$ cat config.mk
export PLATFORM = sky130hd
export DESIGN_NAME = ring_packet_node_receiver
export DESIGN_NICKNAME = d
export VERILOG_FILES = /design/src/rpnr_pkg.sv /design/src/rpnr_ctrl.sv /design/src/rpnr_dp.sv /design/src/ring_packet_node_receiver.sv
export SDC_FILE = /design/constraint.sdc
export NUM_CORES = 1
export LEC_CHECK = 0
export BUFFER_PORTS_ARGS = -buffer_cell sky130_fd_sc_hd__buf_2
export CAP_MARGIN = 20
export CORE_MARGIN = 1.5
export CORE_UTILIZATION = 55
export CTS_CLUSTER_SIZE = 16
export DETAILED_ROUTE_END_ITERATION = 16
export HOLD_SLACK_MARGIN = 0.06
export PLACE_DENSITY = 0.71
export SLEW_MARGIN = 10
export SYNTH_ARGS = -nofsm -noshare
export SYNTH_HDL_FRONTEND = slang
export SYNTH_HIERARCHICAL = 1
export SYNTH_SLANG_ARGS = --single-unit
$ cat constraint.sdc
create_clock -name clk -period 9.94 [get_ports clk]
set_input_delay 1.988 -clock clk [delete_from_list [all_inputs] [get_ports clk]]
set_output_delay 1.988 -clock clk [all_outputs]
set_load 0.01 [all_outputs]
$ cat src/rpnr_pkg.sv
// Shared types and constants of the ring packet node receiver.
package rpnr_pkg;

	localparam int MAX_PAYLOAD_DEF = 28;
	localparam int BYTE_W          = 8;
	localparam int CFG_IDX_W       = 3;
	localparam int MAXP_W          = 5;
	localparam logic [BYTE_W-1:0] BCAST_ADDR = 8'hFF;

	localparam logic [CFG_IDX_W-1:0] CFG_NODE_ID    = 3'd0;
	localparam logic [CFG_IDX_W-1:0] CFG_READ_OWN_BC = 3'd1;
	localparam logic [CFG_IDX_W-1:0] CFG_READ_OWN   = 3'd2;
	localparam logic [CFG_IDX_W-1:0] CFG_READ_FWD   = 3'd3;
	localparam logic [CFG_IDX_W-1:0] CFG_MAX_PAYLOAD = 3'd4;

	typedef enum logic [3:0] {
		ST_DST,
		ST_SRC,
		ST_LEN,
		ST_DATA,
		ST_SKIP,
		ST_FIN,
		ST_EMPTY,
		ST_DLV,
		ST_RDST,
		ST_RSRC,
		ST_RLEN,
		ST_RPAY
	} state_t;

	typedef enum logic [2:0] {
		SEL_PAY,
		SEL_DST,
		SEL_SRC,
		SEL_LEN,
		SEL_EMPTY
	} emit_sel_t;

	typedef struct packed {
		logic      cap_dst;
		logic      cap_src;
		logic      cap_len;
		logic      store;
		logic      skip;
		logic      rd_clr;
		logic      rd_inc;
		logic      emit;
		logic      emit_port;
		emit_sel_t emit_sel;
	} cmd_t;

	typedef struct packed {
		logic drop;
		logic len_zero;
		logic data_last;
		logic skip_last;
		logic deliver;
		logic retx;
		logic fill_zero;
		logic rd_last;
		logic out_free;
	} sts_t;

endpackage

$ cat src/rpnr_ctrl.sv
// Controller state machine: frame parsing and sequencing of delivery and retransmit runs.
module rpnr_ctrl (
	input  logic          clk,
	input  logic          arst_n,
	input  logic          in_valid,
	output logic          in_ready,
	input  rpnr_pkg::sts_t sts,
	output rpnr_pkg::cmd_t cmd
);
	import rpnr_pkg::*;

	state_t state_q;
	state_t state_d;
	logic   acc;

	assign in_ready = (state_q inside {ST_DST, ST_SRC, ST_LEN, ST_DATA, ST_SKIP});
	assign acc      = in_valid && in_ready;

	always_ff @(posedge clk or negedge arst_n) begin
		if (!arst_n) begin
			state_q <= ST_DST;
		end else begin
			state_q <= state_d;
		end
	end

	always_comb begin
		state_d      = state_q;
		cmd          = '0;
		cmd.emit_sel = SEL_PAY;
		unique case (state_q)
			ST_DST: begin
				if (acc) begin
					cmd.cap_dst = 1'b1;
					state_d     = ST_SRC;
				end
			end
			ST_SRC: begin
				if (acc) begin
					cmd.cap_src = 1'b1;
					state_d     = ST_LEN;
				end
			end
			ST_LEN: begin
				if (acc) begin
					cmd.cap_len = 1'b1;
					if (sts.drop) begin
						state_d = sts.len_zero ? ST_DST : ST_SKIP;
					end else if (sts.len_zero) begin
						state_d = ST_FIN;
					end else begin
						state_d = ST_DATA;
					end
				end
			end
			ST_DATA: begin
				if (acc) begin
					cmd.store = 1'b1;
					if (sts.data_last) begin
						state_d = ST_FIN;
					end
				end
			end
			ST_SKIP: begin
				if (acc) begin
					cmd.skip = 1'b1;
					if (sts.skip_last) begin
						state_d = ST_DST;
					end
				end
			end
			ST_FIN: begin
				cmd.rd_clr = 1'b1;
				if (sts.deliver) begin
					state_d = sts.fill_zero ? ST_EMPTY : ST_DLV;
				end else if (sts.retx) begin
					state_d = ST_RDST;
				end else begin
					state_d = ST_DST;
				end
			end
			ST_EMPTY: begin
				if (sts.out_free) begin
					cmd.emit     = 1'b1;
					cmd.emit_sel = SEL_EMPTY;
					state_d      = ST_DST;
				end
			end
			ST_DLV: begin
				if (sts.out_free) begin
					cmd.emit   = 1'b1;
					cmd.rd_inc = 1'b1;
					if (sts.rd_last) begin
						cmd.rd_clr = 1'b1;
						state_d    = sts.retx ? ST_RDST : ST_DST;
					end
				end
			end
			ST_RDST: begin
				if (sts.out_free) begin
					cmd.emit      = 1'b1;
					cmd.emit_port = 1'b1;
					cmd.emit_sel  = SEL_DST;
					state_d       = ST_RSRC;
				end
			end
			ST_RSRC: begin
				if (sts.out_free) begin
					cmd.emit      = 1'b1;
					cmd.emit_port = 1'b1;
					cmd.emit_sel  = SEL_SRC;
					state_d       = ST_RLEN;
				end
			end
			ST_RLEN: begin
				if (sts.out_free) begin
					cmd.emit      = 1'b1;
					cmd.emit_port = 1'b1;
					cmd.emit_sel  = SEL_LEN;
					state_d       = ST_RPAY;
				end
			end
			ST_RPAY: begin
				if (sts.out_free) begin
					cmd.emit      = 1'b1;
					cmd.emit_port = 1'b1;
					cmd.rd_inc    = 1'b1;
					if (sts.rd_last) begin
						state_d = ST_DST;
					end
				end
			end
			default: begin
				state_d = ST_DST;
			end
		endcase
	end

endmodule

$ cat src/rpnr_dp.sv
// Datapath: configuration, header and count registers, payload store and output register.
module rpnr_dp #(
	parameter int MAX_PAYLOAD = rpnr_pkg::MAX_PAYLOAD_DEF
) (
	input  logic                             clk,
	input  logic                             arst_n,
	input  logic                             cfg_we,
	input  logic [rpnr_pkg::CFG_IDX_W-1:0]   cfg_idx,
	input  logic [rpnr_pkg::BYTE_W-1:0]      cfg_wdata,
	input  logic [rpnr_pkg::BYTE_W-1:0]      rx_byte,
	input  rpnr_pkg::cmd_t                   cmd,
	output rpnr_pkg::sts_t                   sts,
	output logic                             out_valid,
	input  logic                             out_ready,
	output logic                             port,
	output logic [rpnr_pkg::BYTE_W-1:0]      frame_dst,
	output logic [rpnr_pkg::BYTE_W-1:0]      frame_src,
	output logic [rpnr_pkg::BYTE_W-1:0]      data_byte,
	output logic                             has_data,
	output logic                             end_of_run
);
	import rpnr_pkg::*;

	localparam int CNT_W = $clog2(MAX_PAYLOAD + 1);
	localparam int IDX_W = $clog2((MAX_PAYLOAD > 1) ? MAX_PAYLOAD : 2);

	logic [BYTE_W-1:0] node_id_q;
	logic              read_own_bc_q;
	logic              read_own_q;
	logic              read_fwd_q;
	logic [MAXP_W-1:0] max_payload_q;

	logic [BYTE_W-1:0] dst_q;
	logic [BYTE_W-1:0] src_q;
	logic [BYTE_W-1:0] rem_q;
	logic [CNT_W-1:0]  fill_q;
	logic [CNT_W-1:0]  rd_q;
	logic [BYTE_W-1:0] mem_q [MAX_PAYLOAD];
	logic [BYTE_W-1:0] rd_data_q;

	logic              out_valid_q;
	logic              port_q;
	logic [BYTE_W-1:0] out_dst_q;
	logic [BYTE_W-1:0] out_src_q;
	logic [BYTE_W-1:0] data_q;
	logic              has_q;
	logic              last_q;

	logic [BYTE_W-1:0] limit;
	logic              bc;
	logic              own;
	logic [CNT_W-1:0]  rd_nxt;
	logic [BYTE_W-1:0] emit_data;
	logic              emit_has;
	logic              emit_last;

	assign bc    = (dst_q == BCAST_ADDR);
	assign own   = (src_q == node_id_q);
	assign limit = (BYTE_W'(max_payload_q) > BYTE_W'(MAX_PAYLOAD)) ?
	               BYTE_W'(MAX_PAYLOAD) : BYTE_W'(max_payload_q);

	always_comb begin
		if (cmd.rd_clr) begin
			rd_nxt = '0;
		end else if (cmd.rd_inc) begin
			rd_nxt = rd_q + CNT_W'(1);
		end else begin
			rd_nxt = rd_q;
		end
	end

	assign sts.drop      = (own && ((bc && !read_own_bc_q) || !read_own_q)) || (rx_byte > limit);
	assign sts.len_zero  = (rx_byte == '0);
	assign sts.data_last = (rem_q == BYTE_W'(1));
	assign sts.skip_last = (rem_q <= BYTE_W'(1));
	assign sts.deliver   = bc || (dst_q == node_id_q) || read_fwd_q;
	assign sts.retx      = (fill_q != '0) && !own && (bc || (dst_q != node_id_q));
	assign sts.fill_zero = (fill_q == '0);
	assign sts.rd_last   = ((rd_q + CNT_W'(1)) == fill_q);
	assign sts.out_free  = !out_valid_q || out_ready;

	always_comb begin
		emit_data = rd_data_q;
		emit_has  = 1'b1;
		emit_last = 1'b0;
		unique case (cmd.emit_sel)
			SEL_PAY: begin
				emit_last = sts.rd_last;
			end
			SEL_DST: begin
				emit_data = dst_q;
			end
			SEL_SRC: begin
				emit_data = src_q;
			end
			SEL_LEN: begin
				emit_data = BYTE_W'(fill_q);
			end
			SEL_EMPTY: begin
				emit_data = '0;
				emit_has  = 1'b0;
				emit_last = 1'b1;
			end
			default: begin
				emit_data = rd_data_q;
			end
		endcase
	end

	always_ff @(posedge clk or negedge arst_n) begin
		if (!arst_n) begin
			node_id_q     <= '0;
			read_own_bc_q <= 1'b0;
			read_own_q    <= 1'b0;
			read_fwd_q    <= 1'b0;
			max_payload_q <= MAXP_W'(16);
		end else if (cfg_we) begin
			unique case (cfg_idx)
				CFG_NODE_ID:     node_id_q     <= cfg_wdata;
				CFG_READ_OWN_BC: read_own_bc_q <= cfg_wdata[0];
				CFG_READ_OWN:    read_own_q    <= cfg_wdata[0];
				CFG_READ_FWD:    read_fwd_q    <= cfg_wdata[0];
				CFG_MAX_PAYLOAD: max_payload_q <= cfg_wdata[MAXP_W-1:0];
				default: begin
				end
			endcase
		end
	end

	always_ff @(posedge clk or negedge arst_n) begin
		if (!arst_n) begin
			rem_q       <= '0;
			fill_q      <= '0;
			rd_q        <= '0;
			out_valid_q <= 1'b0;
		end else begin
			if (cmd.cap_len) begin
				rem_q  <= rx_byte;
				fill_q <= '0;
			end else if (cmd.store) begin
				rem_q  <= rem_q - BYTE_W'(1);
				fill_q <= fill_q + CNT_W'(1);
			end else if (cmd.skip) begin
				rem_q <= rem_q - BYTE_W'(1);
			end
			rd_q <= rd_nxt;
			if (cmd.emit) begin
				out_valid_q <= 1'b1;
			end else if (out_ready) begin
				out_valid_q <= 1'b0;
			end
		end
	end

	always_ff @(posedge clk) begin
		if (cmd.cap_dst) begin
			dst_q <= rx_byte;
		end
		if (cmd.cap_src) begin
			src_q <= rx_byte;
		end
		if (cmd.store) begin
			mem_q[fill_q[IDX_W-1:0]] <= rx_byte;
		end
		rd_data_q <= mem_q[rd_nxt[IDX_W-1:0]];
		if (cmd.emit) begin
			port_q    <= cmd.emit_port;
			out_dst_q <= dst_q;
			out_src_q <= src_q;
			data_q    <= emit_data;
			has_q     <= emit_has;
			last_q    <= emit_last;
		end
	end

	assign out_valid  = out_valid_q;
	assign port       = port_q;
	assign frame_dst  = out_dst_q;
	assign frame_src  = out_src_q;
	assign data_byte  = data_q;
	assign has_data   = has_q;
	assign end_of_run = last_q;

endmodule

$ cat src/ring_packet_node_receiver.sv
// Ring packet node receiver top level: controller and datapath.
// Receive bytes are taken one per cycle while the controller parses (in_ready high); after the
// last byte of a kept frame it holds the input through a decision state and the delivery and
// retransmit runs, so no new frame is taken until those are done; output stalls lengthen them.
// The first result item is loaded into the output register after the decision state.
// Reset clears the state machine, counters, output valid and configuration (max_payload 16).
module ring_packet_node_receiver #(
	parameter int MAX_PAYLOAD = rpnr_pkg::MAX_PAYLOAD_DEF
) (
	input  logic                           clk,
	input  logic                           arst_n,
	input  logic                           cfg_we,
	input  logic [rpnr_pkg::CFG_IDX_W-1:0] cfg_idx,
	input  logic [rpnr_pkg::BYTE_W-1:0]    cfg_wdata,
	input  logic                           in_valid,
	output logic                           in_ready,
	input  logic [rpnr_pkg::BYTE_W-1:0]    rx_byte,
	output logic                           out_valid,
	input  logic                           out_ready,
	output logic                           port,
	output logic [rpnr_pkg::BYTE_W-1:0]    frame_dst,
	output logic [rpnr_pkg::BYTE_W-1:0]    frame_src,
	output logic [rpnr_pkg::BYTE_W-1:0]    data_byte,
	output logic                           has_data,
	output logic                           end_of_run
);
	import rpnr_pkg::*;

	cmd_t cmd;
	sts_t sts;

	rpnr_ctrl u_ctrl (
		.clk      (clk),
		.arst_n   (arst_n),
		.in_valid (in_valid),
		.in_ready (in_ready),
		.sts      (sts),
		.cmd      (cmd)
	);

	rpnr_dp #(
		.MAX_PAYLOAD (MAX_PAYLOAD)
	) u_dp (
		.clk        (clk),
		.arst_n     (arst_n),
		.cfg_we     (cfg_we),
		.cfg_idx    (cfg_idx),
		.cfg_wdata  (cfg_wdata),
		.rx_byte    (rx_byte),
		.cmd        (cmd),
		.sts        (sts),
		.out_valid  (out_valid),
		.out_ready  (out_ready),
		.port       (port),
		.frame_dst  (frame_dst),
		.frame_src  (frame_src),
		.data_byte  (data_byte),
		.has_data   (has_data),
		.end_of_run (end_of_run)
	);

endmodule

==> results of run 1 <==
==> layout by cell type, fill, tap and decap left out, types with 7 or more instances in the layout <==
cell / count
nand4_1: 10
o311ai_0: 8
clkbuf_16: 36
dfxtp_1: 8
o21ai_0: 29
inv_1: 20
a31oi_1: 21
edfxtp_1: 267
nand2_1: 81
a21oi_1: 8
nor3_1: 16
clkbuf_1: 7
a32oi_1: 8
xor2_1: 8
mux2i_1: 80
o211ai_1: 24
buf_4: 19
nand3_1: 17
o221ai_1: 16
nor2_1: 83
xnor2_1: 31
a311o_1: 8
mux2_2: 23
ha_1: 13
buf_2: 52
or3_1: 11
dfrtp_1: 38
nand2b_1: 13
==> final cells by class <==
| class | count | area, um^2 |
|---|---|---|
| well taps | 324 | 405 |
| fillers | 1768 | 9080 |
| multi-input cells | 571 | 3950 |
| clock buffers | 45 | 955 |
| repair buffers | 71 | 403 |
| inverters | 22 | 87.6 |
| clock inverters | 19 | 140 |
| flip-flops and latches | 314 | 9160 |
==> synthesized netlist by cell type, types with 13 or more instances <==
master / number
o211ai_1: 24
nor3_1: 16
edfxtp_1: 267
mux2i_1: 80
a31oi_1: 21
mux2_2: 23
nand3_1: 17
inv_1: 20
o221ai_1: 16
nor2_1: 85
nand2_1: 81
nand2b_1: 13
ha_1: 13
xnor2_1: 31
clkbuf_1: 35
o21ai_0: 29
dfrtp_1: 38
==> stage by stage <==
step,setup slack (ps),area (um^2),util [%],instances,hold slack (ps)
4_1_cts,4790,15100,62.4,1366,509
5_1_grt,4440,15100,62.4,1366,532
3_3_place_gp,4280,14000,57.9,1302,486
2_1_floorplan,5830,13500,-,964,472
6_report,4680,15100,62.4,1366,502
3_5_place_dp,4250,14000,57.9,1302,496
==> routing by layer <==
layer	global-route usage [%]	vias to the layer above	part of all wire (%)
li1	-	3755	-
met1	34.6	4008	42
met5	0	-	0
met2	39.9	394	47
met3	4.69	59	8.3
met4	8.88	0	3.0
==> worst min-delay path by stage <==
stage	startpoint	to
after CTS	u_dp/read_own_q	u_dp/read_own_q
final	u_dp/read_own_q	u_dp/read_own_q
after global placement	u_dp/read_own_q	u_dp/read_own_q
after floorplan	u_dp/src_q[2]	u_dp/frame_src[2]
after detailed placement	u_dp/read_own_q	u_dp/read_own_q
after global routing	u_dp/read_own_q	u_dp/read_own_q
==> cells by family after synthesis <==
logic type      count (synthesis)  share of synthesized area (%)
compound gates                146                           7.97
xor+xnor                       40                           2.60
fa+ha+maj                      13                           1.21
buf+inv                        79                           2.80
flops                         314                           68.0
mux                           105                           8.04
simple gates                  267                           9.39
==> critical path, delay by kind of cell <==
family / cells / cell delay (ps)
buffers and inverters: 4 / 1240
multiplexers: 2 / 380
AND/OR/NAND/NOR: 2 / 390
XOR/XNOR: 1 / 170
AO/OA/AOI/OAI: 3 / 1310
==> power by group through the flow <==
stage | logic [uW] | registers (uW) | clock network [uW]
2_1_floorplan | 730 | 1700 | 0
3_3_place_gp | 985 | 1730 | 0
3_5_place_dp | 998 | 1740 | 0
4_1_cts | 1000 | 1710 | 1230
5_1_grt | 1090 | 1730 | 1290
6_report | 1010 | 1710 | 1220
==> flow_metrics.py, run 1 <==
metrics = {
    "status": {
        "status": "finished, final reports clean",
    },
    "critical_path": {
        "crit_path_top_delay_cell": "buf_4",
        "crit_chain": "buf_2, nand2b_1, o2111a_1, xor2_2, buf_4, nand2b_1, inv_2, buf_4, mux2i_1, mux2i_1, o21ai_0, a32oi_1",
        "ff2ff_setup_slack_ps": 5580,
        "r2r_end": "u_dp/rd_data_q[3]",
        "endpoint_kind": "flop",
        "crit_type": "in -> reg",
        "required_ps": 10320,
        "startpoint_type": "input port",
        "critPathLaunch": "out_ready",
        "r2r_start": "u_ctrl/state_q[3]",
        "arrival_ps": 5640,
        "crit_end": "u_dp/rd_data_q[3]",
        "cp_max_fo": 63,
        "cpPeakStageDelay_ps": 740,
        "reg2reg_depth": 11,
    },
    "timing": {
        "tns_ps": 0,
        "slew-limit-headroom_pct": 26.9,
        "slew_violations": 0,
        "rsz0062_at_grt": "no",
        "finalSetupViolCount": 0,
        "tightest_slew_ps": 1100,
        "final.setup_skew_ps": 19.0,
        "timing.fmax_ghz": 0.190,
        "min_period_ps": 5260,
        "hold_viol": 0,
        "post-route-period-util_pct": 52.9,
    },
    "synth": {
        "yosys_warnings": 6,
        "synthCells": 964,
        "avgSynthCellArea_um2": 14.0,
        "ys_types": 64,
        "synth_fp_nets": 1001,
        "synth_top_area_share_pct": 59.5,
        "synth.cell_area_um2": 13500,
        "synth_edf_count": 267,
        "yosys.area.top_type": "edfxtp_1",
        "synthFlopType": "edfxtp_1",
        "ys_ff_latch": 314,
        "async_flop_share_pct": 12.4,
        "ys_top_cells_by_area": "edfxtp_1 60%, dfrtp_1 7.1%, mux2i_1 5.9%",
        "seq_area_frac_synth_pct": 68.0,
    },
    "run": {
        "max_cap_viol_count": 0,
    },
    "clock_network": {
        "cts_setup_buffers": 0,
        "clkTransAtPathRegs_ps": 60,
        "cts_hold_buf": 0,
        "cts_tree": "done",
        "cts_buffer_depth": 3,
        "cts_root_buffer": "clkbuf_16",
        "insertion_delay_ps": 520,
        "cts_resized": 0,
        "cts_htree_levels": 2,
        "cts_made_buffers": 35,
        "cts.sink_count": 314,
    },
    "detailed_routing": {
        "via_count": 8216,
        "drcViolationCount": 0,
        "drt_iter0_markers": 898,
        "drtPass1Iterations": 6,
        "drt-total-wl_mm": 31.3,
        "wire_per_inst_um": 22.9,
        "avgViaCountPerCell": 6.01,
        "detail-route-antenna-nets": 0,
    },
    "pwr": {
        "switchingPower_uw": 1240,
        "powerDensity_nw_per_um2": 261,
        "power_frac_comb_pct": 25.6,
        "p_sw_share_pct": 31.6,
        "internal-power_uw": 2690,
        "p_clk_share_pct": 30.9,
        "seq_power_share_pct": 43.5,
        "p_leak_uw": 0.00510,
        "peakVddDrop_mv": 0.150,
        "total_power_uw": 3940,
    },
    "floorplanning": {
        "start_util_pct": 55.7,
        "ios": 53,
        "die_w_um": 159,
        "row_count": 57,
        "dieArea_um2": 25400,
        "core-area_um2": 24200,
        "die_h_um": 159,
    },
    "final_layout": {
        "area.growth.synth_to_final_pct": 12.1,
        "final_nets": 1052,
        "n_antenna_cell": 0,
        "largest_reg_flops": 224,
        "layout-drive-gt1-share_pct": 15.3,
    },
    "global_routing": {
        "overflow": 0,
        "grt_pass1_vias": 8023,
        "grt_usage_pct": 25.0,
        "grt_pass1_wl_mm": 47.8,
        "antenna_found_initial": 0,
        "grt_max_degree": 64,
    },
    "worst_hold_path": {
        "whs_path_depth": 1,
        "min_path_type": "reg -> reg",
    },
    "placed_design": {
        "hpwl_mm": 19.6,
        "port_buffers": 52,
        "globalplace.congestion": 0.925,
    },
}
No activity file was read; power rests on OpenSTA's default activity.
==> run 2, diff against run 1 <==
Settings changed: PLACE_DENSITY 0.71 to 0.74.
Clock period 9.94 ns to 4.65 ns, I/O delays scaled along.
==> run 2 against run 1 <==
- critical path depth increased by 1
- worst hold slack gained 8.7 ps
- sequential cell count unchanged
- clock-buffer cell count down 10
- register-to-register slack lost 5000 ps
- non-clock buffer count rose by 4
- largest cell class unchanged
==> flow_metrics.py, run 2 (same netlist as run 1, synthesis figures left out) <==
metrics = {
    "worst_hold_path": {
        "min_path_type": "in -> async",
    },
    "global_routing": {
        "grt_max_degree": 53,
        "grtUsageMet1_pct": 34.2,
        "grt_pass1_vias": 7992,
        "overflow": 0,
        "grt-busiest-layer": "met2",
        "grt_usage_pct": 24.7,
        "use_met3_pct": 3.93,
        "grtUsageMet2_pct": 40.1,
        "antenna_found_initial": 1,
        "grt_pass1_wl_mm": 47.1,
    },
    "critical_path": {
        "crit_type": "reg -> reg",
        "startpoint_type": "flop",
        "cp_max_fo": 24,
        "endpoint_kind": "flop",
        "crit_path_top_delay_cell": "nand2b_1",
        "critPathTopFamily": "compound AO/OA/AOI/OAI gates",
        "crit_chain": "ha_1, xnor2_1, nand3_1, a2111oi_0, buf_4, nand2_1, a21oi_1, buf_4, nand2b_1, buf_4, o221ai_1, o21ai_0, a32oi_1",
        "critPathBufInv": 3,
        "required_ps": 5060,
        "cpPeakStageDelay_ps": 520,
        "arrival_ps": 4510,
        "cp_common_cell": "buf_4",
    },
    "pwr": {
        "p_leak_uw": 0.00504,
        "power_frac_comb_pct": 26.8,
        "switchingPower_uw": 2570,
        "internal-power_uw": 5560,
        "p_clk_share_pct": 28.3,
        "seq_power_share_pct": 44.9,
        "p_sw_share_pct": 31.6,
        "powerDensity_nw_per_um2": 543,
        "peakVddDrop_mv": 0.327,
    },
    "timing": {
        "hold_viol": 0,
        "post-route-period-util_pct": 88.1,
        "timing.fmax_ghz": 0.244,
        "finalSetupViolCount": 0,
        "tightest_slew_ps": 981,
        "final.setup_skew_ps": 19.0,
        "min_period_ps": 4100,
        "final.hold.worst_slack_ps": 510,
        "slew-limit-headroom_pct": 34.5,
        "rsz0062_at_grt": "no",
        "slew_violations": 0,
        "tns_ps": 0,
    },
    "final_layout": {
        "area.growth.synth_to_final_pct": 11.2,
        "mostFrequentLayoutCell": "edfxtp_1",
        "n_antenna_cell": 0,
        "largest_reg_flops": 224,
        "layout-drive-gt1-share_pct": 14.4,
        "nFillCells": 1809,
        "final_nets": 1052,
        "final_cell_mix": "267 x edfxtp_1, 84 x nor2_1, 81 x nand2_1",
    },
    "detailed_routing": {
        "drcViolationCount": 0,
        "drt-total-wl_mm": 31.0,
        "drt_iter0_markers": 859,
        "drtPass1Iterations": 5,
        "detail-route-antenna-nets": 0,
        "wire_per_inst_um": 22.8,
        "via_count": 8132,
        "avgViaCountPerCell": 5.98,
    },
    "placed_design": {
        "globalplace.congestion": 0.869,
        "hpwl_mm": 20.3,
        "port_buffers": 52,
    },
    "clock_network": {
        "cts_buffer_depth": 3,
        "cts_tree": "done",
        "cts_setup_buffers": 0,
        "cts_hold_buf": 0,
        "cts_htree_levels": 1,
        "cts_made_buffers": 31,
        "clkTransAtPathRegs_ps": 60,
        "cts_resized": 0,
        "cts.sink_count": 314,
        "cts_root_buffer": "clkbuf_16",
        "insertion_delay_ps": 560,
    },
    "floorplanning": {
        "row_count": 57,
        "die_w_um": 159,
        "start_util_pct": 55.7,
        "dieArea_um2": 25400,
        "ios": 53,
        "die_h_um": 159,
        "core-area_um2": 24200,
    },
    "status": {
        "status": "finished, final reports clean",
    },
    "run": {
        "max_cap_viol_count": 0,
    },
}
==> run 2: worst paths after layout <==
path	from	to	slack, ps	depth (start not counted)
min reg2reg	u_dp/read_own_q	u_dp/read_own_q	510	1
max reg2reg	u_dp/rd_q[0]	u_dp/rd_data_q[1]	550	13
min in group clk	u_dp/read_own_q	u_dp/read_own_q	510	1
min	arst_n	u_dp/max_payload_q[1]	510	1
max	u_dp/rd_q[0]	u_dp/rd_data_q[1]	550	13
max in group asynchronous	arst_n	u_dp/rem_q[3]	3540	1
==> run 2: cell type report <==
cell class	count	area (um^2)	area share (%)
Clock inverter	20	138	0.920
Tap cell	324	405	2.71
Multi-Input combinational cell	571	3950	26.4
Clock buffer	35	791	5.28
Inverter	22	87.6	0.585
Timing Repair Buffer	75	445	2.98
Sequential cell	314	9160	61.2
==> run 2: power groups by stage <==
stage,Clock [uW],Combinational [uW],Sequential (uW)
2_1_floorplan,0,1560,3630
3_3_place_gp,0,2120,3700
3_5_place_dp,0,2150,3700
4_1_cts,2330,2160,3640
5_1_grt,2440,2360,3680
6_report,2300,2180,3650
==> run 2: per-stage QoR <==
stage / setup slack (ps) / std cells / utilization [%] / power (uW) / area (um^2)
floorplan: 1290 / 964 / - / 5190 / 13500
global placement: 715 / 1306 / 58.1 / 5820 / 14000
detailed placement: 655 / 1306 / 58.1 / 5850 / 14000
CTS: 619 / 1361 / 61.9 / 8140 / 15000
global route: 223 / 1361 / 61.9 / 8480 / 15000
finish: 552 / 1361 / 61.9 / 8130 / 15000
==> run 2: routing by layer <==
layer	wire [um]	part of all wire, %
met1	13000	42
met2	14500	47
met3	2400	7.8
met4	1080	3.5
met5	0	0
==> run 3, diff against run 2 <==
Settings changed: ABC_AREA from default to 1, GPL_ROUTABILITY_DRIVEN from default to 1, REMOVE_ABC_BUFFERS from default to 1.
==> run 3 against run 2 <==
- cell count rose by 36%
- clock-buffer cell count grew 7
- register-to-register slack improved by 550 ps
- largest power group unchanged
- synthesized area is 8.0% higher
- critical path depth increased by 4
- clock skew is 8.6 ps higher
- sequential power decreased by 2%
- synthesized cell count up 50%
==> flow_metrics.py, run 3 <==
metrics = {
    "status": {
        "status": "finished, final reports clean",
    },
    "clock_network": {
        "cts_made_buffers": 34,
        "cts_buffer_depth": 3,
        "cts_root_buffer": "clkbuf_16",
        "cts_tree": "done",
        "insertion_delay_ps": 520,
        "cts_hold_buf": 0,
        "cts_setup_buffers": 0,
        "cts_htree_levels": 2,
        "cts_resized": 0,
        "clkTransAtPathRegs_ps": 60,
        "cts.sink_count": 314,
    },
    "timing": {
        "timing.fmax_ghz": 0.282,
        "hold_viol": 0,
        "post-route-period-util_pct": 76.2,
        "slew_violations": 0,
        "tightest_slew_ps": 1120,
        "min_period_ps": 3540,
        "final.setup_skew_ps": 27.6,
        "finalSetupViolCount": 0,
        "slew-limit-headroom_pct": 25.3,
        "tns_ps": 0,
        "rsz0062_at_grt": "no",
    },
    "global_routing": {
        "grt_usage_pct": 27.7,
        "grt_pass1_wl_mm": 57.0,
        "grt_pass1_vias": 10300,
        "grt_max_degree": 97,
        "overflow": 0,
        "antenna_found_initial": 0,
    },
    "synth": {
        "synth_top_area_share_pct": 55.1,
        "synthCells": 1449,
        "yosys_warnings": 6,
        "synthFlopType": "edfxtp_1",
        "avgSynthCellArea_um2": 10.0,
        "synth.cell_area_um2": 14500,
        "synth_edf_count": 267,
        "ys_types": 46,
        "yosysMostFrequentCell": "nand2_1",
        "async_flop_share_pct": 12.4,
        "ys_top_cells_by_area": "edfxtp_1 55%, nand3_1 7.5%, nand2_1 7.0%",
        "ys_ff_latch": 314,
        "yosys-top-cells-count": "273 x nand2_1, 267 x edfxtp_1, 252 x inv_1",
        "seq_area_frac_synth_pct": 63.0,
        "yosys.area.top_type": "edfxtp_1",
    },
    "final_layout": {
        "area.growth.synth_to_final_pct": 11.0,
        "finish.utilization_pct": 62.1,
        "layout-drive-gt1-share_pct": 10.3,
        "nFillCells": 2070,
        "multi_input_area_um2": 4080,
        "largest_reg_flops": 224,
        "mostFrequentLayoutCell": "nand2_1",
        "n_antenna_cell": 0,
        "final_nets": 1525,
        "final_cell_mix": "272 x nand2_1, 267 x edfxtp_1, 252 x inv_1",
        "seqCellArea_um2": 9160,
    },
    "pwr": {
        "powerDensity_nw_per_um2": 568,
        "peakVddDrop_mv": 0.405,
        "p_leak_uw": 0.00682,
    },
    "placed_design": {
        "hpwl_mm": 22.6,
        "port_buffers": 52,
        "globalplace.congestion": 0.860,
    },
    "critical_path": {
        "endpoint_kind": "flop",
        "ff2ff_setup_slack_ps": 1110,
        "required_ps": 5050,
        "startpoint_type": "flop",
        "r2r_start": "u_dp/rd_q[0]",
        "arrival_ps": 3940,
        "critPathLaunch": "u_dp/rd_q[0]",
        "crit_type": "reg -> reg",
        "reg2reg_depth": 17,
        "r2r_end": "u_dp/rd_data_q[7]",
        "cp_max_fo": 34,
    },
    "detailed_routing": {
        "drt-total-wl_mm": 36.9,
        "drtPass1Iterations": 5,
        "drt_iter0_markers": 1263,
        "via_count": 10800,
        "detail-route-antenna-nets": 0,
        "avgViaCountPerCell": 5.85,
        "wire_per_inst_um": 20.0,
        "drcViolationCount": 0,
    },
    "floorplanning": {
        "start_util_pct": 56.0,
        "die_w_um": 166,
        "core-area_um2": 26000,
        "ios": 53,
        "die_h_um": 166,
        "row_count": 59,
        "dieArea_um2": 27400,
    },
    "worst_hold_path": {
        "worstHoldEndpoint": "u_dp/max_payload_q[1]",
        "min_path_type": "reg -> reg",
        "min_from": "u_dp/max_payload_q[1]",
        "whs_path_depth": 2,
    },
    "run": {
        "max_cap_viol_count": 0,
    },
}
[run 3: cell count changes in the layout (fill, tap and decap cells not counted), sizes merged, moves of 22 or more]
cell   before  now
inv        22  259
nand3      17  223
nand2      81  279
nand4      10  101
mux2i      80    0
xnor2      31    3
mux2       25    3
[run 3: logic make-up after synthesis]
family	after synthesis	share of synthesized area, %
AO/OA/AOI/OAI	72	3.05
XOR/XNOR	20	1.20
adder cells (fa/ha/maj)	13	1.12
buffers and inverters	333	9.13
flip-flops	314	63.0
multiplexers	3	0.232
AND/OR/NAND/NOR	694	22.3
[run 3: how the worst max path moves through the flow]
stage                   endpoint  slack, ps  depth (start not counted)
6_report       u_dp/rd_data_q[7]       1110                         17
5_1_grt        u_dp/rd_data_q[7]        730                         17
4_1_cts        u_dp/rd_data_q[7]       1160                         17
3_5_place_dp   u_dp/rd_data_q[7]        830                         14
3_3_place_gp   u_dp/rd_data_q[7]        930                         14
2_1_floorplan  u_dp/rd_data_q[0]       -480                         14
[run 3: layout make-up]
class / count / share of cell area [%]
sequential: 314 / 56.7
multi-input combinational: 802 / 25.3
inverter: 263 / 6.12
clock buffer: 42 / 5.59
timing repair buffer: 73 / 2.74
tap: 335 / 2.60
clock inverter: 17 / 0.915
[run 3: worst max-delay path, stage by stage (launching register included)]
cell      delay [ps]
dfrtp_1          440
ha_1             270
nand3_1          110
xor2_1           260
nor2_1            70
nor3_1           130
nand3_1           90
inv_1            110
a31o_2           210
inv_2             90
nand3_4          340
clkinv_1         540
nand2_1          200
nand3_1           90
nand3_1          240
nand2_1           90
nand2_1           80
nand2_1           60
[run 3: routing by layer]
| metal | GRT usage, % | wire, um | up-vias |
|---|---|---|---|
| li1 | - | - | 4983 |
| met1 | 37.8 | 14800 | 5185 |
| met2 | 43.6 | 17400 | 553 |
| met3 | 5.00 | 3510 | 84 |
| met4 | 11.7 | 1210 | 0 |
| met5 | 0 | 0 | - |
[run 3: stage by stage]
stage / total power, uW / cell area (um^2) / setup slack (ps) / cells / hold WS, ps
final: 9160 / 16100 / 1110 / 1846 / 496
after global routing: 9630 / 16100 / 732 / 1846 / 504
after CTS: 9140 / 16100 / 1160 / 1846 / 496
after detailed placement: 6580 / 15100 / 831 / 1787 / 483
after global placement: 6500 / 15100 / 930 / 1787 / 465
after floorplan: 5530 / 14200 / -485 / 1379 / 447
[run 3: report_power, final]
part / leakage (uW) / internal [uW] / total (uW) / switching [uW]
sequential: 0.00296 / 3360 / 3580 / 216
clock: 0.000513 / 1500 / 2570 / 1070
combinational: 0.00335 / 898 / 3020 / 2120
total: 0.00682 / 5750 / 9160 / 3410
